[src/design/crht_pkg.sv]
// Shared constants, types and controller/datapath interface structs of the clip rectangle table.
`default_nettype none

package crht_pkg;

    localparam int TABLE_DEPTH = 256;
    localparam int SLOT_W      = (TABLE_DEPTH > 1) ? $clog2(TABLE_DEPTH) : 1;
    localparam bit IS_POW2     = ((TABLE_DEPTH & (TABLE_DEPTH - 1)) == 0);

    localparam int KEY_W    = 128;
    localparam int IDX_W    = 9;
    localparam int STATUS_W = 3;
    localparam int HASH_W   = 32;
    localparam int STEP_W   = 5;
    localparam int OUT_W    = 16;

    localparam logic [HASH_W-1:0] FNV_BASIS = 32'h811C9DC5;
    localparam logic [HASH_W-1:0] FNV_PRIME = 32'h01000193;

    // Rounded-up reciprocal of the depth; the quotient of any 32-bit hash is exact with it.
    localparam int              RED_SHIFT = HASH_W + SLOT_W;
    localparam logic [HASH_W:0] RECIP     =
        (HASH_W+1)'(((64'd1 << RED_SHIFT) + 64'(TABLE_DEPTH - 1)) / 64'(TABLE_DEPTH));

    localparam logic [IDX_W-1:0]  NO_SLOT     = '1;
    localparam logic [SLOT_W-1:0] SLOT_MAX    = SLOT_W'(TABLE_DEPTH - 1);
    localparam logic [STEP_W-1:0] HASH_LAST   = STEP_W'(15);
    localparam logic [STEP_W-1:0] REDUCE_LAST = STEP_W'(1);

    typedef enum logic [STATUS_W-1:0] {
        ST_NONE     = 3'd0,
        ST_REUSED   = 3'd1,
        ST_FOUND    = 3'd2,
        ST_INSERTED = 3'd3,
        ST_FULL     = 3'd4,
        ST_CLEARED  = 3'd5
    } t_status;

    typedef enum logic [3:0] {
        S_CLEAR,
        S_IDLE,
        S_FAST_RD,
        S_FAST_CMP,
        S_HASH,
        S_REDUCE,
        S_SEED,
        S_PROBE_RD,
        S_PROBE_CMP,
        S_DONE
    } t_state;

    typedef struct packed {
        logic    accept;
        logic    clr_write;
        logic    hash_step;
        logic    reduce_start;
        logic    reduce_step;
        logic    seed;
        logic    probe_next;
        logic    write_key;
        logic    hit;
        logic    out_load;
        t_status out_status;
    } t_dp_cmd;

    typedef struct packed {
        logic seen;
        logic key_eq;
        logic slot_empty;
        logic hash_last;
        logic reduce_last;
        logic slot_last;
        logic probe_last;
        logic out_free;
    } t_dp_stat;

endpackage

`default_nettype wire

[src/design/crht_ctrl.sv]
// Controller state machine of the clip rectangle table: sequences clear, hash, probe and reply.
`default_nettype none

module crht_ctrl (
    input  wire logic               i_clk,
    input  wire logic               i_rst_n,
    input  wire logic               i_in_valid,
    output logic                    o_in_ready,
    input  wire logic               i_opcode,
    input  wire logic               i_clip_present,
    input  wire crht_pkg::t_dp_stat i_stat,
    output crht_pkg::t_dp_cmd       o_cmd
);
    import crht_pkg::*;

    t_state  r_state, n_state;
    t_status r_status, n_status;
    logic    r_clr_reply, n_clr_reply;

    always_ff @(posedge i_clk) begin
        if (!i_rst_n) begin
            r_state     <= S_CLEAR;
            r_status    <= ST_NONE;
            r_clr_reply <= 1'b0;
        end else begin
            r_state     <= n_state;
            r_status    <= n_status;
            r_clr_reply <= n_clr_reply;
        end
    end

    always_comb begin
        n_state     = r_state;
        n_status    = r_status;
        n_clr_reply = r_clr_reply;
        unique case (r_state)
            S_CLEAR: begin
                if (i_stat.slot_last) begin
                    n_status = ST_CLEARED;
                    n_state  = r_clr_reply ? S_DONE : S_IDLE;
                end
            end
            S_IDLE: begin
                if (i_in_valid) begin
                    n_clr_reply = i_opcode;
                    if (i_opcode) begin
                        n_state = S_CLEAR;
                    end else if (!i_clip_present) begin
                        n_status = ST_NONE;
                        n_state  = S_DONE;
                    end else if (i_stat.seen) begin
                        n_state = S_FAST_RD;
                    end else begin
                        n_state = S_HASH;
                    end
                end
            end
            S_FAST_RD: n_state = S_FAST_CMP;
            S_FAST_CMP: begin
                if (i_stat.key_eq) begin
                    n_status = ST_REUSED;
                    n_state  = S_DONE;
                end else begin
                    n_state = S_HASH;
                end
            end
            S_HASH: begin
                if (i_stat.hash_last) begin
                    n_state = IS_POW2 ? S_SEED : S_REDUCE;
                end
            end
            S_REDUCE: begin
                if (i_stat.reduce_last) begin
                    n_state = S_SEED;
                end
            end
            S_SEED:     n_state = S_PROBE_RD;
            S_PROBE_RD: n_state = S_PROBE_CMP;
            S_PROBE_CMP: begin
                if (i_stat.slot_empty) begin
                    n_status = ST_INSERTED;
                    n_state  = S_DONE;
                end else if (i_stat.key_eq) begin
                    n_status = ST_FOUND;
                    n_state  = S_DONE;
                end else if (i_stat.probe_last) begin
                    n_status = ST_FULL;
                    n_state  = S_DONE;
                end else begin
                    n_state = S_PROBE_RD;
                end
            end
            S_DONE: begin
                if (i_stat.out_free) begin
                    n_state = S_IDLE;
                end
            end
            default: n_state = S_IDLE;
        endcase
    end

    always_comb begin
        o_cmd            = '0;
        o_cmd.out_status = r_status;
        o_in_ready       = 1'b0;
        unique case (r_state)
            S_CLEAR: o_cmd.clr_write = 1'b1;
            S_IDLE: begin
                o_in_ready   = 1'b1;
                o_cmd.accept = i_in_valid;
            end
            S_FAST_RD: ;
            S_FAST_CMP: o_cmd.hit = i_stat.key_eq;
            S_HASH: begin
                o_cmd.hash_step    = 1'b1;
                o_cmd.reduce_start = i_stat.hash_last && !IS_POW2;
            end
            S_REDUCE:   o_cmd.reduce_step = 1'b1;
            S_SEED:     o_cmd.seed = 1'b1;
            S_PROBE_RD: ;
            S_PROBE_CMP: begin
                if (i_stat.slot_empty) begin
                    o_cmd.write_key = 1'b1;
                    o_cmd.hit       = 1'b1;
                end else if (i_stat.key_eq) begin
                    o_cmd.hit = 1'b1;
                end else if (!i_stat.probe_last) begin
                    o_cmd.probe_next = 1'b1;
                end
            end
            S_DONE: o_cmd.out_load = i_stat.out_free;
            default: ;
        endcase
    end

endmodule

`default_nettype wire

[config.mk]
export PLATFORM = sky130hd
export DESIGN_NAME = crht_ctrl
export DESIGN_NICKNAME = d
export VERILOG_FILES = /design/src/design/crht_pkg.sv /design/src/design/crht_ctrl.sv
export SDC_FILE = /design/constraint.sdc
export NUM_CORES = 1
export LEC_CHECK = 0
export BUFFER_PORTS_ARGS = -buffer_cell sky130_fd_sc_hd__buf_2
export CORE_MARGIN = 2
export CORE_UTILIZATION = 42
export CTS_CLUSTER_SIZE = 30
export DETAILED_ROUTE_END_ITERATION = 10
export GPL_TIMING_DRIVEN = 0
export HOLD_SLACK_MARGIN = 0.12
export PLACE_DENSITY = 0.73
export SYNTH_ARGS = -nofsm -noshare
export SYNTH_HDL_FRONTEND = slang
export SYNTH_SLANG_ARGS = --single-unit
[constraint.sdc]
create_clock -name i_clk -period 1.8 [get_ports i_clk]
set_clock_uncertainty 0.2 [all_clocks]
set_input_delay 0.18 -clock i_clk [delete_from_list [all_inputs] [get_ports i_clk]]
set_output_delay 0.18 -clock i_clk [all_outputs]
set_load 0.02 [all_outputs]
==> metrics <==
status complete, but fails checks; failing checks negative setup slack; gate count after technology mapping 92; Slew Limit Fails 0; via count slightly below 900; Total GRT Usage approximately 23%; Synth Flop Type dfxtp_1; Clock Path Buffers 2; sequential area share after synthesis a little under a quarter; residual DRC count 0; Net Count, Synth 105; kind of critical path register to register; VDD IR max 0.4868 mV; setup slack after layout -243.2 ps; worst hold path type input pin to register; HPWL Detailed 1334 um; worst slack, placed -279.8 ps; Total Negative Setup Slacks -1593 ps; number of global-route vias before repair 763; Yosys top cell by area dfxtp_1; Worst Max-Slew Pin Slew 647.8 ps; total grt overflow 0; GP Congestion 0.8042; crit path launch type register; first-pass GRT wire length 3270 um; Synth cell types 39; most numerous cell in the Yosys netlist nor2_1; Placed Cells 133; DR iter-0 viols 18; I/O pins 27; Finished Layout Cells 155; layout cell share with drive strength beyond 1 just under 50%; chip height 44.63 um; Pwr Density 665.0 nW/um^2; clk slew on worst S/H paths around 70 ps; initial core utilization 45.48%; syn_area_per_cell 7.534 sq um; # H-tree levels 1; Mapped Area 693.2 sq um; worst rel slew slack 56.21%; fin crit share 113.5%; Row Count 14; Die ar. 1991 sq um; Lkg Pwr ~0.54 nW; Routed Antenna Nets 0; final count of negative-setup-slack endpoints 11; CP Capture Type register; number of synthesized flops with an enable pin 0; CTS sink count 8; Area contributors post-synth dfxtp_1, mux2i_1, nor2_1; Peak Freq 489.4 MHz; synthesis-stage register bit count 8; wire per inst 15.16 um; Worst EP arrival 2040 ps; CTS Buf Count 3; RSZ-0062 raised after global routing yes; Port Buffers 25; Clock Tree Root clkbuf_4; CTS tree done; # fillers between 100 and 150; Async S/R FF share, synth 0%; Layout Nets 154; Hold Violations, Final 0; area grow syn2layout 74.55%; Required @ worst endpoint 1800 ps; area share of the largest cell type after synthesis around 23%; Die W 44.63 um; Clock Latency Late Sink 270 ps; Syn. warnings 0; Commonest cells post-synth nor2_1, dfxtp_1, nand2_1; Pre-antenna DRT Iters 4; Core ar. 1524 sq um; ANT cells 0; antenna violations before repair 0; average vias per placed instance 5.761; largest net degree at the start of global routing 11; critical path fanouts, max 5; drt total wl 2350 um; Max-cap violations 0; fin crit period 2043 ps
-- registers in the layout (all words and copies together), names as in the netlist --
| signal | count |
|---|---|
| r_clr_reply | 1 |
| r_state | 4 |
| r_status | 3 |
-- metrics by stage --
step | power, W | util (%) | cell area [sq um] | hold WS (ps)
CTS | 0.0007391 | 67.57 | 1030 | 159.0
finish | 0.0008046 | 79.39 | 1210 | 156.3
global route | 0.0008424 | 79.39 | 1210 | 226.1
floorplan | 0.0004501 | - | 715.7 | 98.03
detailed placement | 0.0005303 | 56.49 | 860.8 | 209.3
global placement | 0.0005285 | 56.49 | 860.8 | 204.3
-- path summary, 6_finish.rpt --
path               startpoint          end  slack, ps  cells after the start
hold / removal      i_stat[6]  r_status[1]        160                      3
setup / recovery   r_state[2]  r_status[0]       -240                      5
hold reg to reg   r_status[2]  r_status[2]        260                      2
setup reg to reg   r_state[2]  r_status[0]       -240                      5
-- where the power goes --
part / switching (W) / internal (W)
registers: 0.0000188 / 0.000202
clock network: 0.0000734 / 0.0000770
logic: 0.000209 / 0.000224
-- layout make-up --
| type | count | area (sq um) | share of cell area (%) |
|---|---|---|---|
| buffer | 7 | 72.57 | 5.998 |
| clock buffer | 3 | 22.52 | 1.861 |
| inverter | 4 | 15.01 | 1.241 |
| multi-input combinational | 72 | 548.0 | 45.29 |
| sequential | 8 | 168.9 | 13.96 |
| tap | 16 | 20.02 | 1.655 |
| timing repair buffer | 45 | 362.8 | 29.99 |
-- worst max-delay path: stages (launching register included) --
cell and delay [ps]:
dfxtp_2 310, buf_6 110, or4b_4 560, o32a_1 210
nor4b_4 370, mux2i_1 220
-- what timing repair did --
action	in CTS	in global routing
setup endpoints to repair	14	17
buffers inserted	6	8
hold buffers	5	0
cloned	0	2
gates resized for setup	19	29
pin swaps	7	11
endpoints found under the hold margin	7	0
-- kinds of logic (layout without fill, tap and decap cells) --
| kind of cell | Yosys count | count (layout) | share of synthesized area (%) |
|---|---|---|---|
| and+or+nand+nor | 45 | 45 | 39.35 |
| buffers and inverters | 12 | 59 | 8.484 |
| muxes | 5 | 5 | 7.221 |
| AOI/OAI and AO/OA | 21 | 21 | 21.30 |
| other | 1 | 1 | 0.5410 |
| DFF | 8 | 8 | 23.10 |
-- per-layer routing --
layer / part of all wire, % / wire length (um) / global-route usage (%) / vias to the layer above
met5: 0 / 0 / 0 / -
met4: 2.8 / 65 / 9.091 / 0
met3: 8.5 / 200 / 4.898 / 11
met2: 46 / 1082 / 38.26 / 49
met1: 43 / 1001 / 27.65 / 400
li1: - / - / - / 433
-- cell usage in the layout, fill, tap and decap left out, types with 4 or more instances in the layout --
cell	instances
nor2_1	9
a21oi_1	4
buf_4	16
nand2_1	8
buf_6	8
dfxtp_1	5
dlygate4sd3_1	5
buf_2	18
mux2i_1	5
inv_1	4
o21ai_0	4
Note: power is estimated with default switching activity, not from simulation.
